--- config.mk ---
export PLATFORM = sky130hd
export DESIGN_NAME = rmr_queue
export DESIGN_NICKNAME = d
export VERILOG_FILES = /design/src/hdl/rmr_pkg.sv /design/src/hdl/rmr_queue.sv
export SDC_FILE = /design/constraint.sdc
export NUM_CORES = 1
export LEC_CHECK = 0
export ABC_CLOCK_PERIOD_IN_PS = 4200
export BUFFER_PORTS_ARGS = -buffer_cell sky130_fd_sc_hd__buf_2
export CAP_MARGIN = 20
export CORE_MARGIN = 3
export CORE_UTILIZATION = 45
export CTS_BUF_LIST = sky130_fd_sc_hd__clkbuf_16
export CTS_CLUSTER_DIAMETER = 100
export DETAILED_ROUTE_END_ITERATION = 8
export PLACE_DENSITY = 0.73
export SLEW_MARGIN = 20
export SYNTH_ARGS = -nofsm -noshare
export SYNTH_HDL_FRONTEND = slang
export SYNTH_SLANG_ARGS = --single-unit
--- constraint.sdc ---
create_clock -name clk -period 4.2 [get_ports clk]
set_input_delay 0.42 -clock clk [delete_from_list [all_inputs] [get_ports clk]]
set_output_delay 0.42 -clock clk [all_outputs]
set_load 0.02 [all_outputs]
--- src/hdl/rmr_pkg.sv ---
// Package with the shared constants, types and tables of the regret matching row unit.
package rmr_pkg;

  localparam int ROW_SLOTS   = 16;
  localparam int IDX_W       = (ROW_SLOTS > 1) ? $clog2(ROW_SLOTS) : 1;
  localparam int CNT_W       = $clog2(ROW_SLOTS + 1);
  localparam int NUM_BANKS   = 2;
  localparam int BANK_W      = 1;
  localparam int ADDR_W      = BANK_W + IDX_W;
  localparam int DEPTH       = NUM_BANKS * ROW_SLOTS;

  localparam int REGRET_W = 48;
  localparam int SUM_W    = 47;
  localparam int TOTAL_W  = 51;
  localparam int PROB_W   = 17;
  localparam int AIDX_W   = 4;
  localparam int REM_W    = TOTAL_W + 1;
  localparam int DIV_STEPS = PROB_W;
  localparam int STEP_W    = $clog2(DIV_STEPS + 1);

  localparam logic [PROB_W-1:0]  ONE_Q16   = PROB_W'(65536);
  localparam logic [SUM_W-1:0]   SUM_MAX   = {SUM_W{1'b1}};
  localparam logic [TOTAL_W-1:0] TOTAL_MAX = {TOTAL_W{1'b1}};

  // Uniform strategy 1/n in Q1.16, indexed by the row length n.
  localparam logic [PROB_W-1:0] RECIP_TABLE [0:ROW_SLOTS] = '{
    17'd0,     17'd65536, 17'd32768, 17'd21845, 17'd16384, 17'd13107,
    17'd10922, 17'd9362,  17'd8192,  17'd7281,  17'd6553,  17'd5957,
    17'd5461,  17'd5041,  17'd4681,  17'd4369,  17'd4096
  };

  typedef struct packed {
    logic [SUM_W-1:0] pos;
    logic [SUM_W-1:0] old;
  } rmr_entry_t;

  typedef struct packed {
    logic              en;
    logic [ADDR_W-1:0] addr;
    rmr_entry_t        data;
  } rmr_wr_t;

  typedef struct packed {
    logic [CNT_W-1:0]   n;
    logic [TOTAL_W-1:0] total;
    logic [PROB_W-1:0]  weight;
  } rmr_job_t;

  typedef struct packed {
    logic              full;
    logic              empty;
    logic [BANK_W-1:0] wr_ptr;
    logic [BANK_W-1:0] rd_ptr;
  } rmr_qstat_t;

  function automatic logic [PROB_W-1:0] clamp_q16(input logic [PROB_W-1:0] v);
    return (v > ONE_Q16) ? ONE_Q16 : v;
  endfunction

endpackage

--- src/hdl/rmr_queue.sv ---
// Two-entry queue of finished rows; each entry owns one buffer bank until popped.
module rmr_queue import rmr_pkg::*; (
  input  logic       clk,
  input  logic       rst_n,
  input  logic       push,
  input  rmr_job_t   push_job,
  input  logic       pop,
  output rmr_job_t   head_job,
  output rmr_qstat_t stat
);

  rmr_job_t          jobs_r [0:NUM_BANKS-1];
  logic [BANK_W-1:0] wr_ptr_r, rd_ptr_r;
  logic [BANK_W:0]   cnt_r, cnt_nxt;

  always_comb begin
    cnt_nxt = cnt_r;
    if (push && !pop) cnt_nxt = cnt_r + 1'b1;
    else if (!push && pop) cnt_nxt = cnt_r - 1'b1;
  end

  always_ff @(posedge clk) begin
    if (!rst_n) begin
      wr_ptr_r <= '0;
      rd_ptr_r <= '0;
      cnt_r    <= '0;
    end else begin
      cnt_r <= cnt_nxt;
      if (push) wr_ptr_r <= wr_ptr_r + 1'b1;
      if (pop)  rd_ptr_r <= rd_ptr_r + 1'b1;
    end
  end

  always_ff @(posedge clk) begin
    if (push) jobs_r[wr_ptr_r] <= push_job;
  end

  assign head_job    = jobs_r[rd_ptr_r];
  assign stat.full   = (cnt_r == (BANK_W+1)'(NUM_BANKS));
  assign stat.empty  = (cnt_r == '0);
  assign stat.wr_ptr = wr_ptr_r;
  assign stat.rd_ptr = rd_ptr_r;

endmodule

Word level (Yosys, flattened, before mapping):

Memory sizes are Yosys's and may differ from the RTL's. A register that Yosys moved wholly into a read port is not among the register bits.
Cells that the tools add are included.

* memories: 1
* register bits: 4
* input port bits: 77
* logic and storage cells: 21
* RAM bits: 146
* output and inout port bits: 77

Memory list
* jobs_r: depth 2, width 73, read ports 1, clocked after memory_dff 1, write ports 1, line rmr_queue.sv:12 `rmr_job_t jobs_r [0:NUM_BANKS-1];`

* muxes and demuxes: 6
* reduce and logical (&&, ||, !) cells: 6
* $add $sub $neg: 4
* eq/ne operators: 1

Operator list (count)
* 2-to-1 mux 1 bit: 4
* 2-to-1 mux 2 bit: 2
* adder 1 bit, second input constant: 2
* adder 2 x 1 -> 2 bit, second input constant: 1
* equality test 2 bit, second input constant: 1
* logical AND 1 bit: 2
* logical NOT 1 bit: 2
* logical NOT 2 bit: 1
* nonzero test 2 bit: 1
* subtractor 2 x 1 -> 2 bit, second input constant: 1

Longest topological paths before layout:

Gate-level depths: netlist (run 1).

* depth in word-level cells: 4
* gate-level depth with buffers: 5
* depth with buffers taken out: 5

Worst setup path before layout (run 1):

OpenSTA, ideal clock, no wires.

* kind: input to register
* start: in push
* end: mem jobs_r[0][0] (netlist name) (enable)
* buffers on the path: 0
* slack: 0.035 ns
* stages on the path: 1
* arrival: 3.650 ns
* library setup time: 0.515 ns
* required time: 3.685 ns
* cell sequence: nor2b_1

* cells in the longest elaborated chain, start to end: 2

Ends and longest elaborated chain
* start: declaration: line rmr_queue.sv:5 `input logic push,`
* 2-to-1 mux 1 bit: line rmr_queue.sv:35 `if (push) jobs_r[wr_ptr_r] <= push_job;`
* 2-to-1 mux 1 bit (not written as such): line rmr_queue.sv:35
* end: declaration: line rmr_queue.sv:12

Every way passes these cells.

==> results.tsv, run 1 <==
stage	metric	value	unit
status	status	complete, no violations	
synthesis	adder-cell area share of the yosys netlist	0.226	%
global_routing	initial antenna violation count	0	
timing	Fin. Hold Viols	0	
synthesis	post-synthesis compound-gate area fraction	0.362	%
global_routing	first-pass GRT wire length	14400	um
synthesis	largest cells by area after synthesis	edfxtp_1 (79%), mux2_2 (15%), dfxtp_1 (1.8%)	
worst_setup_path	crit-path max cell delay	980	ps
clock_tree	CTS tree	done	
global_routing	vias in the first global route	2892	
die	# IOs	154	
synthesis	Synth area leader	edfxtp_1	
die	Rows	39	
synthesis	post-synthesis sequential area ratio	81.1	%
drt	wirelength, routed	9570	um
clock_tree	CTS Hold Bufs	0	
die	die width	117	um
timing	Fin Setup TNS	0	ps
synthesis	EDFF count, synth	146	
synthesis	post-synthesis mux area share	14.9	%
timing	Tcrit/Tclk final	58.0	%
pwr	Pwr per Cell Area	526	nW/um2
drt	Remaining DRCs	0	
timing	Slew Viols, Final	0	
worst_setup_path	largest fanout on the critical path	73	
synthesis	Post-synth top cells	edfxtp_1 (146), mux2_2 (73), buf_6 (7)	
synthesis	Yosys Warn Count	0	
drt	Final ANT Viol Nets	0	
synthesis	count leader, synth	edfxtp_1	
global_routing	largest net degree at the start of global routing	74	
placed_design	Placed Area	6400	um2
worst_setup_path	crit path DAT	2020	ps
synthesis	asr flop ratio synth	0	%
global_routing	GRT Residual Overflow	0	
placed_design	post-DP HPWL	5980	um
layout	Final nets	493	
layout	Design Area, Final	7040	um2
layout	Finished Layout Cells	571	
drt	Vias/cell	4.93	
timing	Slew HR	32.7	%
hold_path	Hold Path Class	in -> reg	
clock_tree	cts bufs inserted	17	
clock_tree	CTS Buffer Depth	2	
clock_tree	CTS resizes	0	
synthesis	post-synthesis xor/xnor area fraction	0.475	%
worst_setup_path	Setup Crit Path Kind	reg -> out	
clock_tree	H-tree depth	4	
layout	Fill cells	875	
die	initial core utilization	47.2	%
timing	Setup Skew	8.14	ps
synthesis	post-synthesis register bit count	151	
timing	RSZ-0062 raised after global routing	false	
worst_setup_path	Critical Path End Type	output port	
drt	First DRT Iteration DRCs	150	
worst_setup_path	crit-path leading delay family	flip-flops	
layout	Ant. Diodes	0	
worst_setup_path	WP buf/inv	1	
timing	clock period minus worst slack	2440	ps
die	Die ar.	13600	um2
placed_design	dpl cells	538	
worst_setup_path	critical-path cell list	mux2_2 -> buf_2	
synthesis	Post-Synth Simple-Gate Area	1.02	%
worst_setup_path	Req. time, crit path	3780	ps
run	MaxCap Viol Count	0	
clock_tree	worst-skew pair later-pin latency	410	ps
synthesis	largest family of logic cells by synthesized area	multiplexers	
synthesis	ys flop type	edfxtp_1	
timing	Slew @ Worst Pin	1010	ps
timing	Fin Hold WS	188	ps
drt	via count	2813	
synthesis	mean post-synth cell area	22.0	um2
global_routing	gr usage total	14.3	%
clock_tree	# Post-CTS Setup Buffers	0	
clock_tree	clock sinks	151	
synthesis	Synth Instances	251	
layout	Util after Layout	60.1	%
die	core footprint	11700	um2
drt	WL/cell	16.8	um
die	Die Y	117	um
synthesis	Synth cell types	17	
worst_setup_path	crit start category	register	
layout	Area Growth Syn to Fin	27.3	%
drt	iteration count of the initial detailed-routing pass	5	
pwr	Max VDD drop	0.282	mV
timing	final setup fails	0	
placed_design	Buffers on Ports	153	
clock_tree	clock root buffer master	clkbuf_16	
placed_design	gp weighted congestion	0.702	
synthesis	Synth Cell Area	5530	um2
pwr	leakage power	2.66	nW
synthesis	fraction of post-synthesis cell area in the top cell type by area	79.3	%
synthesis	syn_nets	329	
layout	layout cells sized above 1	61.2	%
worst_setup_path	slowest CP cell	dfxtp_4	
clock_tree	clk slew on worst S/H paths	60	ps
timing	Achievable Freq	410	MHz
[final timing paths]
| path | slack, ps | startpoint | end | cells past startpoint |
|---|---|---|---|---|
| setup / recovery | 1760 | register | head_job[62] | 2 |
| setup reg to reg | 2520 | wr_ptr_r | jobs_r[1][67] | 1 |
| hold / removal | 190 | push_job[6] | jobs_r[1][6] | 1 |
| hold reg to reg | 490 | cnt_r[1] | cnt_r[1] | 2 |
[cell families (layout without fill, tap and decap cells)]
kind of cell,count (synthesis),after routing
AOI/OAI and AO/OA,3,3
xor gates and xnor gates,3,3
adders and majority gates,1,1
buffers and inverters,11,188
DFF,151,151
muxes,73,73
and+or+nand+nor,9,9
[per-layer routing]
| metal | GRT usage, % | part of all wire, % | vias up |
|---|---|---|---|
| met1 | 17.0 | 41 | 1372 |
| met5 | 0 | 0 | - |
| met3 | 5.66 | 7.5 | 17 |
| met4 | 6.88 | 1.6 | 0 |
| met2 | 22.8 | 50 | 109 |
| li1 | - | - | 1315 |
[cell usage in the layout (no fill, tap or decap), types with 2 or more instances in the layout]
cell type	Yosys	final
buf_2	0	153
edfxtp_1	146	146
mux2_2	73	73
clkbuf_16	0	17
clkinvlp_4	0	4
clkinv_2	0	4
bufinv_16	0	4
dfxtp_1	5	4
and2_1	4	3
xor2_1	2	2
inv_1	1	2
buf_12	0	2
[final cells by class]
cell class              count  area [um2]  share of cell area (%)
flip-flops and latches    151        4490                    63.8
well taps                 143         179                    2.54
clock buffers              17         425                    6.05
multi-input cells          89         947                    13.5
clock inverters            15         186                    2.65
inverters                   1        3.75                  0.0534
repair buffers            155         806                    11.5
[metrics by stage]
stage	worst slack (ps)	power, mW
finish	1760	3.70
global route	1630	3.84
CTS	1710	3.74
detailed placement	2030	2.19
global placement	2090	2.18
floorplan	35.4	2.06
[state kept, by name, indices dropped and copies added, names as in the netlist, named ones only]
register and cells:
jobs_r 146, rd_ptr_r 1, cnt_r 2, wr_ptr_r 1
[power breakdown]
| part | switching [mW] | internal (mW) | leakage, nW |
|---|---|---|---|
| Combinational | 0.207 | 0.164 | 0.959 |
| Clock | 0.561 | 0.984 | 0.293 |
| Sequential | 0.0450 | 1.74 | 1.41 |
| Total | 0.813 | 2.89 | 2.66 |
Power figures use the tool's default switching activity.
==> run 2, diff against run 1 <==
Settings changed: ABC_CLOCK_PERIOD_IN_PS 4200 to 2200.
Clock period 4.2 ns to 2.2 ns, I/O delays scaled along.
==> run 2 against run 1 <==
  * First-iteration DRC count up 26%
  * Hold slack got worse by 160 ps
  * Final area rose by 10%
  * Register-to-register slack got worse by 1800 ps
  * Final cell count grew 12%
  * Clock skew is 2.6 ps lower
  * Flip-flop and latch count unchanged
  * Highest routed layer unchanged
==> results.tsv, run 2 (synthesis results as in run 1) <==
stage	metric	value	unit
timing	RSZ-0062 raised after global routing	false	
global_routing	initial antenna violation count	0	
status	status	complete, no violations	
timing	final setup fails	0	
timing	clock period minus worst slack	1960	ps
clock_tree	CTS Buffer Depth	2	
die	# IOs	154	
timing	Slew HR	59.8	%
layout	Area Growth Syn to Fin	40.2	%
clock_tree	worst-skew pair later-pin latency	410	ps
clock_tree	cts bufs inserted	17	
die	Rows	39	
drt	Final ANT Viol Nets	0	
hold_path	hold depth	1	
drt	iteration count of the initial detailed-routing pass	4	
global_routing	gr usage total	15.6	%
layout	Final nets	566	
global_routing	GRT Residual Overflow	0	
timing	Setup Skew	5.52	ps
layout	Ant. Diodes	0	
placed_design	post-DP HPWL	6460	um
run	MaxCap Viol Count	0	
drt	wirelength, routed	10500	um
worst_setup_path	r2r startpoint	wr_ptr_r	
placed_design	dpl cells	543	
layout	layout cells sized above 1	52.5	%
placed_design	Buffers on Ports	153	
die	core footprint	11700	um2
worst_setup_path	Worst R2R Setup Slack	680	ps
layout	Top reg by flops	jobs_r	
hold_path	Hold Path Sink	jobs_r[1][46]	
clock_tree	CTS tree	done	
worst_setup_path	crit path DAT	1740	ps
timing	Fin Setup TNS	0	ps
layout	Sequential Area	4490	um2
timing	Slew @ Worst Pin	603	ps
global_routing	vias in the first global route	3315	
layout	Multi-input gate area	947	um2
worst_setup_path	critical-path cell list	buf_12 -> mux2_2 -> buf_2	
placed_design	gp weighted congestion	0.729	
timing	Fin. Hold Viols	0	
worst_setup_path	crit start category	register	
die	initial core utilization	47.2	%
worst_setup_path	largest fanout on the critical path	24	
pwr	leakage power	2.98	nW
global_routing	largest net degree at the start of global routing	45	
layout	Finished Layout Cells	642	
timing	Achievable Freq	509	MHz
hold_path	Hold Path Class	in -> reg	
global_routing	first-pass GRT wire length	15800	um
clock_tree	clock sinks	151	
clock_tree	H-tree depth	4	
die	Die Y	117	um
timing	Tcrit/Tclk final	89.3	%
die	die width	117	um
layout	commonest non-fill, non-tap cells in the layout	buf_2 (153), edfxtp_1 (146), mux2_2 (73), dlygate4sd3_1 (69), clkbuf_16 (17)	
worst_setup_path	Req. time, crit path	1980	ps
worst_setup_path	crit-path max cell delay	550	ps
timing	Slew Viols, Final	0	
layout	max FFs per register	146	
drt	via count	3101	
worst_setup_path	Critical Path End Type	output port	
layout	top flop regs	jobs_r x146, cnt_r x2	
drt	First DRT Iteration DRCs	189	
clock_tree	clock root buffer master	clkbuf_16	
hold_path	min-delay src	push_job[46]	
worst_setup_path	Setup Crit Path Kind	reg -> out	
drt	Remaining DRCs	0	
layout	Fill cells	798	
worst_setup_path	slowest CP cell	dfxtp_4	
drt	WL/cell	16.3	um
pwr	Pwr per Cell Area	918	nW/um2
die	Die ar.	13600	um2
worst_setup_path	Worst R2R End	jobs_r[1][38]	
worst_setup_path	FF-to-FF path depth	2	
clock_tree	clk slew on worst S/H paths	60	ps
pwr	Max VDD drop	0.642	mV
drt	Vias/cell	4.83	
layout	most common cell after layout, fill and taps aside	buf_2	
-- run 2: power breakdown --
part	switching [mW]	leakage (nW)	internal (mW)
logic	0.455	1.27	0.403
registers	0.0538	1.41	3.32
clock network	1.01	0.296	1.86
-- run 2: final cells by class --
| class | count | share of cell area [%] |
|---|---|---|
| clock buffers | 17 | 5.49 |
| clock inverters | 13 | 2.12 |
| inverters | 1 | 0.0485 |
| multi-input cells | 89 | 12.2 |
| flip-flops and latches | 151 | 57.9 |
| well taps | 143 | 2.31 |
| repair buffers | 228 | 19.9 |
-- run 2: routing by layer --
metal  vias up  part of all wire (%)  global-route usage (%)
met4         0                   1.5                    7.11
met5         -                     0                       0
li1       1456                     -                       -
met1      1510                    40                    17.5
met3        15                   6.2                    5.60
met2       120                    52                    26.8
-- run 2: what timing repair did --
action	in CTS	in global routing
buffers inserted	0	0
hold buffers	68	1
resized for setup	0	0
hold endpoints to repair	136	2
-- run 2: critical path, delay by kind of cell (launching register included) --
kind	cells	cell delay, ps
flops	1	550
buf+inv	2	390
mux	1	370
-- run 2: how the worst max path moves through the flow --
stage                   from            to  slack (ps)
CTS                 register  head_job[61]         200
floorplan           wr_ptr_r  jobs_r[0][0]         340
detailed placement  register  head_job[57]         650
finish              register  head_job[67]         240
global placement    register  head_job[63]         650
global route        register  head_job[63]         140
-- run 2: stage by stage --
step | worst slack [ps] | hold WS [ps] | instance area (um2) | util [%] | power [mW]
global placement | 646 | 407 | 6470 | 55.2 | 4.18
floorplan | 343 | 319 | 5540 | - | 3.92
detailed placement | 647 | 412 | 6470 | 55.2 | 4.20
CTS | 197 | 3.83 | 7740 | 66.1 | 7.18
global route | 141 | 3.93 | 7750 | 66.1 | 7.37
finish | 236 | 28.2 | 7750 | 66.1 | 7.11
