--- src/hdl/rmr_pkg.sv ---
// Package with the shared constants, types and tables of the regret matching row unit.
package rmr_pkg;

  localparam int ROW_SLOTS   = 16;
  localparam int IDX_W       = (ROW_SLOTS > 1) ? $clog2(ROW_SLOTS) : 1;
  localparam int CNT_W       = $clog2(ROW_SLOTS + 1);
  localparam int NUM_BANKS   = 2;
  localparam int BANK_W      = 1;
  localparam int ADDR_W      = BANK_W + IDX_W;
  localparam int DEPTH       = NUM_BANKS * ROW_SLOTS;

  localparam int REGRET_W = 48;
  localparam int SUM_W    = 47;
  localparam int TOTAL_W  = 51;
  localparam int PROB_W   = 17;
  localparam int AIDX_W   = 4;
  localparam int REM_W    = TOTAL_W + 1;
  localparam int DIV_STEPS = PROB_W;
  localparam int STEP_W    = $clog2(DIV_STEPS + 1);

  localparam logic [PROB_W-1:0]  ONE_Q16   = PROB_W'(65536);
  localparam logic [SUM_W-1:0]   SUM_MAX   = {SUM_W{1'b1}};
  localparam logic [TOTAL_W-1:0] TOTAL_MAX = {TOTAL_W{1'b1}};

  // Uniform strategy 1/n in Q1.16, indexed by the row length n.
  localparam logic [PROB_W-1:0] RECIP_TABLE [0:ROW_SLOTS] = '{
    17'd0,     17'd65536, 17'd32768, 17'd21845, 17'd16384, 17'd13107,
    17'd10922, 17'd9362,  17'd8192,  17'd7281,  17'd6553,  17'd5957,
    17'd5461,  17'd5041,  17'd4681,  17'd4369,  17'd4096
  };

  typedef struct packed {
    logic [SUM_W-1:0] pos;
    logic [SUM_W-1:0] old;
  } rmr_entry_t;

  typedef struct packed {
    logic              en;
    logic [ADDR_W-1:0] addr;
    rmr_entry_t        data;
  } rmr_wr_t;

  typedef struct packed {
    logic [CNT_W-1:0]   n;
    logic [TOTAL_W-1:0] total;
    logic [PROB_W-1:0]  weight;
  } rmr_job_t;

  typedef struct packed {
    logic              full;
    logic              empty;
    logic [BANK_W-1:0] wr_ptr;
    logic [BANK_W-1:0] rd_ptr;
  } rmr_qstat_t;

  function automatic logic [PROB_W-1:0] clamp_q16(input logic [PROB_W-1:0] v);
    return (v > ONE_Q16) ? ONE_Q16 : v;
  endfunction

endpackage

--- src/hdl/rmr_front.sv ---
// Front end: accepts actions, buffers them into a bank and closes rows into jobs.
module rmr_front import rmr_pkg::*; (
  input  logic                       clk,
  input  logic                       rst_n,
  input  logic                       in_valid,
  output logic                       in_stall,
  input  logic signed [REGRET_W-1:0] in_regret,
  input  logic [SUM_W-1:0]           in_old_strategy_sum,
  input  logic [PROB_W-1:0]          in_realization_weight,
  input  logic                       in_last_action,
  input  rmr_qstat_t                 qstat,
  output logic                       push,
  output rmr_job_t                   push_job,
  output rmr_wr_t                    wr
);

  logic [CNT_W-1:0]   cnt_r, cnt_nxt;
  logic [TOTAL_W-1:0] total_r, total_nxt;
  logic [PROB_W-1:0]  weight_r, weight_nxt;
  logic               accept, first, row_end;
  logic [IDX_W-1:0]   idx;
  logic [SUM_W-1:0]   pos;
  logic [TOTAL_W:0]   sum;

  assign in_stall = qstat.full;
  assign accept   = in_valid && !qstat.full;
  assign idx      = cnt_r[IDX_W-1:0];
  assign first    = (cnt_r == '0);
  assign pos      = in_regret[REGRET_W-1] ? '0 : in_regret[SUM_W-1:0];
  assign sum      = {1'b0, (first ? '0 : total_r)} + (TOTAL_W+1)'(pos);
  assign cnt_nxt  = cnt_r + 1'b1;
  assign row_end  = in_last_action || (cnt_nxt == CNT_W'(ROW_SLOTS));

  always_comb begin
    total_nxt  = sum[TOTAL_W] ? TOTAL_MAX : sum[TOTAL_W-1:0];
    weight_nxt = first ? in_realization_weight : weight_r;
  end

  assign wr.en         = accept;
  assign wr.addr       = {qstat.wr_ptr, idx};
  assign wr.data.pos   = pos;
  assign wr.data.old   = in_old_strategy_sum;
  assign push          = accept && row_end;
  assign push_job.n      = cnt_nxt;
  assign push_job.total  = total_nxt;
  assign push_job.weight = clamp_q16(weight_nxt);

  always_ff @(posedge clk) begin
    if (!rst_n) begin
      cnt_r    <= '0;
      total_r  <= '0;
      weight_r <= '0;
    end else if (accept) begin
      cnt_r    <= row_end ? '0 : cnt_nxt;
      total_r  <= total_nxt;
      weight_r <= weight_nxt;
    end
  end

endmodule

--- config.mk ---
export PLATFORM = sky130hd
export DESIGN_NAME = rmr_front
export DESIGN_NICKNAME = d
export VERILOG_FILES = /design/src/hdl/rmr_pkg.sv /design/src/hdl/rmr_front.sv
export SDC_FILE = /design/constraint.sdc
export NUM_CORES = 1
export LEC_CHECK = 0
export BUFFER_PORTS_ARGS = -buffer_cell sky130_fd_sc_hd__buf_2
export CAP_MARGIN = 40
export CORE_MARGIN = 2
export CORE_UTILIZATION = 53
export CTS_CLUSTER_SIZE = 10
export DETAILED_ROUTE_END_ITERATION = 12
export MAX_ROUTING_LAYER = met4
export PLACE_DENSITY = 0.95
export REMOVE_ABC_BUFFERS = 1
export SYNTH_ARGS = -nofsm -noshare
export SYNTH_HDL_FRONTEND = slang
export SYNTH_SLANG_ARGS = --single-unit
--- constraint.sdc ---
create_clock -name clk -period 7.32 [get_ports clk]
set_clock_uncertainty 0.1 [all_clocks]
set_input_delay 1.098 -clock clk [delete_from_list [all_inputs] [get_ports clk]]
set_output_delay 1.098 -clock clk [all_outputs]
set_load 0.03 [all_outputs]
# After elaboration in Yosys (flattened, before gate mapping)
# Index checks and enable logic that the tools add are counted.
# word_totals
regBits	73
latch_bits	0
ram_bits	0
rom_bits	0
inputBits	120
elab_cells	18
memories	0
# classes
n_addsub	2
mul	0
div	0
n_lt_le_gt_ge	1
eq_ne	1
shift	0
n_mux	6
bitwise_logic	0
reduce_logical	5
# op_table
cell	n
2-to-1 mux 51 bit	2
adder 51 x 47 -> 52 bit	1
2-to-1 mux 47 bit	1
2-to-1 mux 17 bit	2
greater-than comparator 17 bit (second input constant)	1
adder 5 x 1 -> 5 bit (second input constant)	1
== test 5 bit (second input constant)	1
zero test 5 bit	1
2-to-1 mux 5 bit	1
logical AND 1 bit	2
zero test 1 bit	1
logical OR 1 bit	1

# Depth between registers and ports, before layout
# Gate-level depths: netlist of run 1.
# depth
depth_word	4
depth_mapped	20
ltp_nobuf	16

# Least setup slack after synthesis of run 1
# OpenSTA, ideal clock, no wires.
# synth_timing
path_type	input-to-output
start	input in_regret[47]
end	output push_job[67] (netlist bit)
arrival_time_ns	4.815
slack_ns	1.307
stages	15
path_buffers	2
path_cell_list	clkbuf_1 clkbuf_1 nor2b_1 ha_1 inv_1 fa_1 nand2b_1 a21oi_1 o211ai_1 a211oi_1 o31ai_2 a21boi_1 o2111ai_1 xor2_1 o21ai_0
# synth_rtl
element	line	source
start: declaration	rmr_front.sv:7	input logic signed [REGRET_W-1:0] in_regret,
end: declaration	rmr_front.sv:13	output rmr_job_t push_job,

==> results of run 1 <==
-- synth_stat cells (all sizes together) (2+ instances only) --
cell type  instances  area share
or2               33       0.028
clkbuf            43       0.022
a211oi             5      0.0067
o2111ai            2      0.0032
a21o              23       0.023
nand3             19       0.013
xor2              31       0.037
o21a               3      0.0030
nor4              11      0.0093
o211a              3      0.0040
nor2b             52       0.044
o21bai            11       0.011
a21oi             90       0.062
o21ai             51       0.036
a311oi             2      0.0024
o221ai             2      0.0024
mux2i              3      0.0040
nor3              43       0.030
nand4             20       0.017
ha                49       0.082
inv               16      0.0081
o31ai              6      0.0067
a21boi            21       0.022
or3                3      0.0025
and2              55       0.047
a221oi             2      0.0040
a21bo              2      0.0027
xnor2             23       0.027
and3               7      0.0066
nor3b             22       0.022
buf               77       0.070
nand4b             2      0.0024
nor2              58       0.030
a31oi              8      0.0087
o211ai             7      0.0071
dfxtp             73        0.20
nand2b             8      0.0067
nand2            141       0.071
a311o              2      0.0027
-- cells by family after synthesis --
group	after synthesis	share of synthesized area
AOI/OAI and AO/OA	249	0.2182
xor gates and xnor gates	54	0.06359
adders and majority gates	50	0.08513
buffers and inverters	137	0.1001
DFF	73	0.1965
muxes	3	0.004038
and+or+nand+nor	477	0.3324
-- state kept, by name (all words and copies together), names as in the netlist --
name	count
cnt_r	5
weight_r	17
total_r	51
-- power breakdown --
group          leakage, nW  total [mW]  internal, mW  switching (mW)
logic                 3.44       0.408         0.133           0.275
clock network        0.146       0.455         0.264           0.191
registers            0.599       0.431         0.420          0.0116
total                 4.18        1.29         0.817           0.478
-- area by class of cell --
class	instances	area, sq um
clock buffer	9	225.2
clock inverter	7	70.07
fill	1284	5386
inverter	17	63.81
multi-input combinational	833	5240
sequential	73	1461
tap	180	225.2
timing repair buffer	208	1101
-- per-stage QoR --
stage	cell area, sq um	total power [mW]	util	setup WS (ns)	hold WS, ns
after floorplan	6756	0.7143	-	1.049	0.3564
after global placement	8031	0.8326	0.5831	1.137	0.3685
after detailed placement	8092	0.8418	0.5875	1.129	0.3786
after CTS	8387	1.297	0.6089	0.7301	0.3879
after global routing	8387	1.351	0.6089	0.4450	0.4042
final	8387	1.294	0.6089	0.7763	0.3887
-- metal layers --
layer	share of wire	global-route usage	vias to the layer above	routed length, um
met4	0.016	0.07759	0	361
li1	-	-	3774	-
met2	0.43	0.4472	430	10000
met3	0.12	0.1227	36	2757
met1	0.43	0.3928	3538	9928
met5	0	-	-	0
-- worst max-delay path by stage --
stage / end / depth (start not counted)
4_1_cts: push_job[61] / 18
3_3_place_gp: push_job[32] / 13
6_report: push_job[61] / 18
5_1_grt: push_job[61] / 18
3_5_place_dp: push_job[61] / 18
2_1_floorplan: push_job[67] / 16
-- worst max-delay path, cell delays in order, from the launching register on --
cell and delay [ns]:
dfxtp_1 0.42, inv_1 0.08, ha_1 0.22, or4b_2 0.71, buf_4 0.33, and2_1 0.15, ha_1 0.18, inv_1 0.06
fa_1 0.40, nand2b_1 0.18, a21oi_1 0.25, o211ai_1 0.20, a211oi_1 0.47, nor3_1 0.18, nor4_1 0.47, o22ai_1 0.19
xor2_1 0.24, nand2_1 0.08, buf_2 0.18
==> results.sh, run 1 <==
export IMPL_outcome="complete, no violations"
export IMPL_p_per_area_nw_per_um2=154.3
export IMPL_clk_latency_ns=0.35
export IMPL_fmax_mhz=152.8
export IMPL_synthFlopType="dfxtp_1"
export IMPL_regToRegStartpoint="cnt_r[0]$_SDFFE_PN0P_"
export IMPL_cp_end_kind="output pin"
export IMPL_finalNetCount=1312
export IMPL_required_ns=6.12
export IMPL_r2r_cells=17
export IMPL_drt_drc_violations_left=0
export IMPL_worst_pin_slew_ns=0.7895
export IMPL_period_needed_ns=6.544
export IMPL_layout_drive_gt1_share=0.2162
export IMPL_die_x_um=122.5
export IMPL_die_h_um=122.5
export IMPL_drtIter0Drc=615
export IMPL_ir_drop_v=0.0001075
export IMPL_worstReg2RegEnd="total_r[44]$_SDFFE_PN0P_"
export IMPL_synth_seq_cells=73
export IMPL_slew_violations=0
export IMPL_hold_class="flop to flop"
export IMPL_io_pins=295
export IMPL_leakagePower_nw=4.183
export IMPL_setup_viol=0
export IMPL_fin_tns_setup_ns=0
export IMPL_num_antenna_cells=0
export IMPL_syn_inst=1043
export IMPL_core_area_sq_um=13770
export IMPL_cts_tree="yes"
export IMPL_grtUsageTotal=0.3059
export IMPL_synth_area_per_cell_sq_um=7.131
export IMPL_clk_path_buf_depth=2
export IMPL_start_util=0.5400
export IMPL_grt_first_pass_wirelength_um=35090
export IMPL_grt_ovfl_total=0
export IMPL_min_to="weight_r[3]$_SDFFE_PN0P_"
export IMPL_hold_buffers=0
export IMPL_hold_path_cell_count=2
export IMPL_dr_pass1_iters=5
export IMPL_hpwl_um=17290
export IMPL_routed_wl_um=23050
export IMPL_seq_area_frac_synth=0.1965
export IMPL_routed_via_density=5.861
export IMPL_antenna_found_initial=0
export IMPL_synth_edff_count=0
export IMPL_fin_cells=1327
export IMPL_syn_to_final_growth_pct=12.77
export IMPL_htree_levels=3
export IMPL_critical_path_class="flop to output pin"
export IMPL_max_slew_margin=0.4737
export IMPL_rsz0062_at_grt="no"
export IMPL_layout_common_cells="buf_2, nand2_1, a21oi_1"
export IMPL_cts_sinks=73
export IMPL_grt_pass1_vias=6977
export IMPL_start_kind="flop"
export IMPL_rrSetupSlack_ns=2.22
export IMPL_drv_cap=0
export IMPL_synth_cell_types=72
export IMPL_clock_root_buffer="clkbuf_16"
export IMPL_num_rows=43
export IMPL_hp_start="weight_r[3]$_SDFFE_PN0P_"
export IMPL_cts_repair_resized=0
export IMPL_route_antenna_remaining_nets=0
export IMPL_cp_max_fo=44
export IMPL_dp_cells=1311
export IMPL_path_clk_slew_ns=0.06
export IMPL_grt_max_degree=76
export IMPL_finalWeightedCongestion=0.9818
export IMPL_cts_setup_buffers=0
export IMPL_async_flop_share=0
export IMPL_period_share=0.8939
export IMPL_synth_warning_count=0
export IMPL_crit_arrival_ns=5.35
export IMPL_synthesis_area_sq_um=7437
export IMPL_cts_buffers=9
export IMPL_vias=7778
export IMPL_routedWlPerCell_um=17.37
export IMPL_dieArea_sq_um=15000
export IMPL_hold_viol=0
export IMPL_crit_start="cnt_r[0]$_SDFFE_PN0P_"
export IMPL_final_common_cell="buf_2"
export IMPL_portBuffers=196
Power figures use the tool's default switching activity.
==> run 2: changes to the inputs <==
==> constraint.sdc (replaced) <==
create_clock -name clk -period 7.32 [get_ports clk]
set_clock_uncertainty 0.1 [all_clocks]
set_input_delay 0.732 -clock clk [delete_from_list [all_inputs] [get_ports clk]]
set_output_delay 0.732 -clock clk [all_outputs]
set_load 0.03 [all_outputs]
==> results.sh, run 2 (synthesized netlist as in run 1, its figures left out) <==
export IMPL_p_int_uw=811.7
export IMPL_rrSetupSlack_ns=2.26
export IMPL_final_common_cell="buf_2"
export IMPL_outcome="complete, no violations"
export IMPL_multi_input_area_sq_um=5240
export IMPL_routed_wl_um=23120
export IMPL_start_kind="flop"
export IMPL_drt_drc_violations_left=0
export IMPL_io_pins=295
export IMPL_drv_cap=0
export IMPL_hold_buffers=0
export IMPL_cts_sinks=73
export IMPL_ir_drop_v=0.00009344
export IMPL_worstSetupEndpoint="push_job[61]"
export IMPL_cts_setup_buffers=0
export IMPL_hold_class="flop to flop"
export IMPL_vias=7860
export IMPL_num_antenna_cells=0
export IMPL_hpwl_um=17350
export IMPL_clock_root_buffer="clkbuf_16"
export IMPL_cts_buffers=9
export IMPL_start_util=0.5400
export IMPL_antenna_found_initial=0
export IMPL_worstReg2RegEnd="total_r[25]$_SDFFE_PN0P_"
export IMPL_largest_reg_flops=51
export IMPL_die_x_um=122.5
export IMPL_grt_first_pass_wirelength_um=35010
export IMPL_cp_max_fo=37
export IMPL_grt_pass1_vias=7123
export IMPL_critical_path_class="flop to output pin"
export IMPL_crit_arrival_ns=5.31
export IMPL_routedWlPerCell_um=17.49
export IMPL_syn_to_final_growth_pct=12.11
export IMPL_drtIter0Drc=606
export IMPL_cts_repair_resized=0
export IMPL_r2r_cells=16
export IMPL_largest_registers="total_r x51, weight_r x17, cnt_r x5"
export IMPL_required_ns=6.49
export IMPL_hp_start="total_r[37]$_SDFFE_PN0P_"
export IMPL_p_seq_frac=0.339
export IMPL_slew_violations=0
export IMPL_nFillCells=1260
export IMPL_dieArea_sq_um=15000
export IMPL_setup_viol=0
export IMPL_leakagePower_nw=4.149
export IMPL_grt_max_degree=76
export IMPL_htree_levels=3
export IMPL_switching_power_uw=462.2
export IMPL_crit_start="cnt_r[0]$_SDFFE_PN0P_"
export IMPL_hold_viol=0
export IMPL_portBuffers=196
export IMPL_rsz0062_at_grt="no"
export IMPL_cts_tree="yes"
export IMPL_regToRegStartpoint="cnt_r[0]$_SDFFE_PN0P_"
export IMPL_fin_tns_setup_ns=0
export IMPL_cp_end_kind="output pin"
export IMPL_routed_via_density=5.946
export IMPL_layout_common_cells="buf_2, nand2_1, a21oi_1"
export IMPL_path_clk_slew_ns=0.06
export IMPL_clk_path_buf_depth=2
export IMPL_grt_ovfl_total=0
export IMPL_core_area_sq_um=13770
export IMPL_power_frac_clock=0.339
export IMPL_fin_cells=1322
export IMPL_clk_latency_ns=0.35
export IMPL_worst_pin_slew_ns=0.8788
export IMPL_comb_power_share=0.322
export IMPL_layout_drive_gt1_share=0.2119
export IMPL_finalNetCount=1310
export IMPL_dp_cells=1309
export IMPL_regArea_sq_um=1461
export IMPL_fmax_mhz=162.7
export IMPL_grtUsageTotal=0.3071
export IMPL_period_share=0.8394
export IMPL_num_rows=43
export IMPL_period_needed_ns=6.145
export IMPL_dr_pass1_iters=7
export IMPL_route_antenna_remaining_nets=0
export IMPL_max_slew_margin=0.4141
export IMPL_finalWeightedCongestion=1.001
export IMPL_swShare=0.3628
export IMPL_p_per_area_nw_per_um2=152.8
export IMPL_regMostFlops="total_r"
export IMPL_die_h_um=122.5
[run 2: worst max-delay path, stage by stage (launching register included)]
cell and delay [ns]:
dfxtp_1 0.35, inv_1 0.09, ha_1 0.16, or4b_2 0.88, buf_16 0.29, and2_1 0.18
ha_1 0.45, nand4_1 0.16, nor3_1 0.44, nand3_1 0.14, a211oi_1 0.46, nor3_1 0.17
nor4_1 0.50, o22ai_1 0.18, xor2_1 0.22, nand2_1 0.08, buf_2 0.18
[run 2: final cells by class]
type,count,share of cell area
clock buffers,10,0.02746
clock inverters,3,0.005402
inverters,17,0.007653
multi-input cells,833,0.6285
flip-flops and latches,73,0.1753
well taps,180,0.02701
repair buffers,206,0.1288
[run 2: power groups by stage]
stage               logic [mW]  registers [mW]  clock network [mW]
global route             0.441           0.434               0.453
global placement         0.393           0.438                   0
floorplan                0.277           0.438                   0
detailed placement       0.404           0.440                   0
finish                   0.410           0.432               0.432
CTS                      0.406           0.431               0.439
[run 2: stage by stage]
| step | power, mW | instance area, sq um | hold WS, ns | util | setup slack, ns |
|---|---|---|---|---|---|
| 4_1_cts | 1.276 | 8338 | 0.3902 | 0.6054 | 1.226 |
| 5_1_grt | 1.329 | 8338 | 0.4123 | 0.6054 | 0.8568 |
| 2_1_floorplan | 0.7143 | 6756 | 0.3564 | - | 1.415 |
| 6_report | 1.274 | 8338 | 0.3920 | 0.6054 | 1.175 |
| 3_5_place_dp | 0.8437 | 8064 | 0.3821 | 0.5855 | 1.618 |
| 3_3_place_gp | 0.8313 | 8024 | 0.3689 | 0.5826 | 1.596 |
[run 2: worst min-delay path by stage]
stage / end / slack, ns / cells after the start
after floorplan: weight_r[10]$_SDFFE_PN0P_ / 0.36 / 2
after global placement: weight_r[2]$_SDFFE_PN0P_ / 0.37 / 2
after detailed placement: weight_r[0]$_SDFFE_PN0P_ / 0.38 / 2
after CTS: weight_r[0]$_SDFFE_PN0P_ / 0.39 / 2
after global routing: total_r[12]$_SDFFE_PN0P_ / 0.41 / 2
final: total_r[37]$_SDFFE_PN0P_ / 0.39 / 2
[run 2: routing by layer]
metal / track usage / part of all wire / up-vias
li1: - / - / 3758
met1: 0.3772 / 0.42 / 3613
met2: 0.4507 / 0.44 / 449
met3: 0.1194 / 0.12 / 40
met4: 0.1228 / 0.025 / 0
met5: - / 0 / -
==> run 3: changes to the inputs <==
--- a/config.mk
+++ b/config.mk
@@ -8,11 +8,11 @@
 export BUFFER_PORTS_ARGS = -buffer_cell sky130_fd_sc_hd__buf_2
 export CAP_MARGIN = 40
 export CORE_MARGIN = 2
-export CORE_UTILIZATION = 53
+export CORE_UTILIZATION = 46
 export CTS_CLUSTER_SIZE = 10
 export DETAILED_ROUTE_END_ITERATION = 12
 export MAX_ROUTING_LAYER = met4
-export PLACE_DENSITY = 0.95
+export PLACE_DENSITY = 0.89
 export REMOVE_ABC_BUFFERS = 1
 export SYNTH_ARGS = -nofsm -noshare
 export SYNTH_HDL_FRONTEND = slang
==> constraint.sdc (replaced) <==
create_clock -name clk -period 5.6 [get_ports clk]
set_clock_uncertainty 0.1 [all_clocks]
set_input_delay 0.56 -clock clk [delete_from_list [all_inputs] [get_ports clk]]
set_output_delay 0.56 -clock clk [all_outputs]
set_load 0.03 [all_outputs]
==> results.sh, run 3 (synthesized netlist as in run 1, its figures left out) <==
export IMPL_outcome="complete, no violations"
export IMPL_final_common_cell="buf_2"
export IMPL_worst_pin_slew_ns=0.7034
export IMPL_cts_sinks=73
export IMPL_routedWlPerCell_um=17.29
export IMPL_period_needed_ns=5.250
export IMPL_fin_tns_setup_ns=0
export IMPL_drv_cap=0
export IMPL_pre_cts_ws_ns=0.4338
export IMPL_route_antenna_remaining_nets=0
export IMPL_cts_setup_buffers=0
export IMPL_ir_drop_v=0.0001684
export IMPL_cts_tree="yes"
export IMPL_finalWeightedCongestion=0.9709
export IMPL_num_rows=46
export IMPL_max_slew_margin=0.5249
export IMPL_hpwl_um=17960
export IMPL_crit_chain="inv_1 > ha_1 > or4b_4 > and2_1 > ha_1 > nand4_1 > nor3_1 > nand3_1 > a211oi_1 > buf_4 > nor3_1 > nor4_1 > o22ai_1 > xor2_1 > nand2_1 > buf_2"
export IMPL_core_area_sq_um=15830
export IMPL_grt_max_degree=48
export IMPL_grtUsageTotal=0.2758
export IMPL_hold_class="flop to flop"
export IMPL_die_x_um=131.2
export IMPL_fmax_mhz=190.5
export IMPL_regMostFlops="total_r"
export IMPL_grt_ovfl_total=0
export IMPL_num_antenna_cells=0
export IMPL_grt_pass1_vias=7191
export IMPL_largest_reg_flops=51
export IMPL_die_h_um=131.2
export IMPL_dr_pass1_iters=5
export IMPL_path_clk_slew_ns=0.06
export IMPL_cp_max_fo=34
export IMPL_leakagePower_nw=4.232
export IMPL_required_ns=4.94
export IMPL_cpMaxStageDelayCell="or4b_4"
export IMPL_clock_root_buffer="clkbuf_16"
export IMPL_drtIter0Drc=505
export IMPL_syn_to_final_growth_pct=14.65
export IMPL_critical_path_class="flop to output pin"
export IMPL_period_share=0.9375
export IMPL_utilization=0.5387
export IMPL_hold_path_cell_count=2
export IMPL_dpl_cell_area_sq_um=8159
export IMPL_finalNetCount=1317
export IMPL_cts_repair_resized=0
export IMPL_rrSetupSlack_ns=1.11
export IMPL_cp_end_kind="output pin"
export IMPL_slowest_delay_ns=0.65
export IMPL_routed_wl_um=23650
export IMPL_start_util=0.4699
export IMPL_slew_violations=0
export IMPL_clk_path_buf_depth=2
export IMPL_layout_drive_gt1_share=0.2188
export IMPL_regToRegStartpoint="cnt_r[0]$_SDFFE_PN0P_"
export IMPL_routed_via_density=5.711
export IMPL_layout_common_cells="buf_2, nand2_1, a21oi_1"
export IMPL_grt_first_pass_wirelength_um=37550
export IMPL_clk_latency_ns=0.35
export IMPL_start_kind="flop"
export IMPL_setup_viol=0
export IMPL_min_to="weight_r[1]$_SDFFE_PN0P_"
export IMPL_io_pins=295
export IMPL_fin_area_sq_um=8527
export IMPL_hold_viol=0
export IMPL_p_per_area_nw_per_um2=208.5
export IMPL_htree_levels=3
export IMPL_worstReg2RegEnd="total_r[39]$_SDFFE_PN0P_"
export IMPL_drt_drc_violations_left=0
export IMPL_crit_arrival_ns=4.59
export IMPL_hold_buffers=0
export IMPL_vias=7813
export IMPL_antenna_found_initial=0
export IMPL_rsz0062_at_grt="no"
export IMPL_largest_registers="total_r x51, weight_r x17, cnt_r x5"
export IMPL_cts_buffers=9
export IMPL_portBuffers=196
export IMPL_dieArea_sq_um=17200
export IMPL_hp_start="weight_r[1]$_SDFFE_PN0P_"
export IMPL_r2r_cells=16
export IMPL_setup_ws_ns=0.3503
## run 3: cell types whose count changed in the layout (fill, tap and decap cells not counted)
| cell | delta |
|---|---|
| or4b_2 | -1 |
| clkinv_4 | +1 |
| buf_16 | -1 |
| buf_12 | +3 |
| buf_4 | +5 |
| or4b_4 | +1 |
| clkinvlp_4 | -1 |
| bufinv_16 | +2 |
| inv_6 | +1 |
## run 3: metrics by stage
stage / hold WS, ns / power, mW / instances
floorplan: 0.3564 / 0.9337 / 923
global placement: 0.3675 / 1.090 / 1349
detailed placement: 0.3750 / 1.101 / 1351
CTS: 0.3810 / 1.786 / 1367
global route: 0.4007 / 1.862 / 1368
finish: 0.3841 / 1.778 / 1368
## run 3: layout make-up
type	count	area, sq um
clock inverters	6	115.1
repair buffers	213	1144
clock buffers	10	229.0
inverters	17	63.81
multi-input cells	833	5244
flip-flops and latches	73	1461
fillers	1486	7301
well taps	216	270.3
## run 3: worst max-delay path by stage
stage                     cells after the start                  start  slack, ns           end
after floorplan                              16  cnt_r[0]$_SDFFE_PN0P_      -0.13  push_job[67]
after CTS                                    16  cnt_r[0]$_SDFFE_PN0P_       0.03  push_job[67]
after detailed placement                     16  cnt_r[0]$_SDFFE_PN0P_       0.43  push_job[67]
after global routing                         16  cnt_r[0]$_SDFFE_PN0P_       0.03  push_job[67]
final                                        16  cnt_r[0]$_SDFFE_PN0P_       0.35  push_job[61]
after global placement                       17  cnt_r[0]$_SDFFE_PN0P_       0.50  push_job[49]
## run 3: critical path, delay by kind of cell (launching register included)
kind / cells / cell delay, ns
adder cells (fa/ha/maj): 2 / 0.60
XOR/XNOR: 1 / 0.18
flip-flops: 1 / 0.36
AO/OA/AOI/OAI: 2 / 0.41
AND/OR/NAND/NOR: 8 / 2.24
buffers and inverters: 3 / 0.45
## run 3: power by group
| part | leakage, nW | switching [mW] | internal [mW] | total, mW |
|---|---|---|---|---|
| sequential | 0.599 | 0.0154 | 0.549 | 0.564 |
| combinational | 3.47 | 0.360 | 0.175 | 0.534 |
| clock | 0.163 | 0.241 | 0.438 | 0.679 |
| total | 4.23 | 0.617 | 1.16 | 1.78 |
## run 3: metal layers
layer  vias up  share of wire  GRT usage
met5         -              0          -
met4         0          0.025    0.07911
met3        41           0.12     0.1366
met2       420           0.43     0.3988
met1      3581           0.43     0.3386
li1       3771              -          -
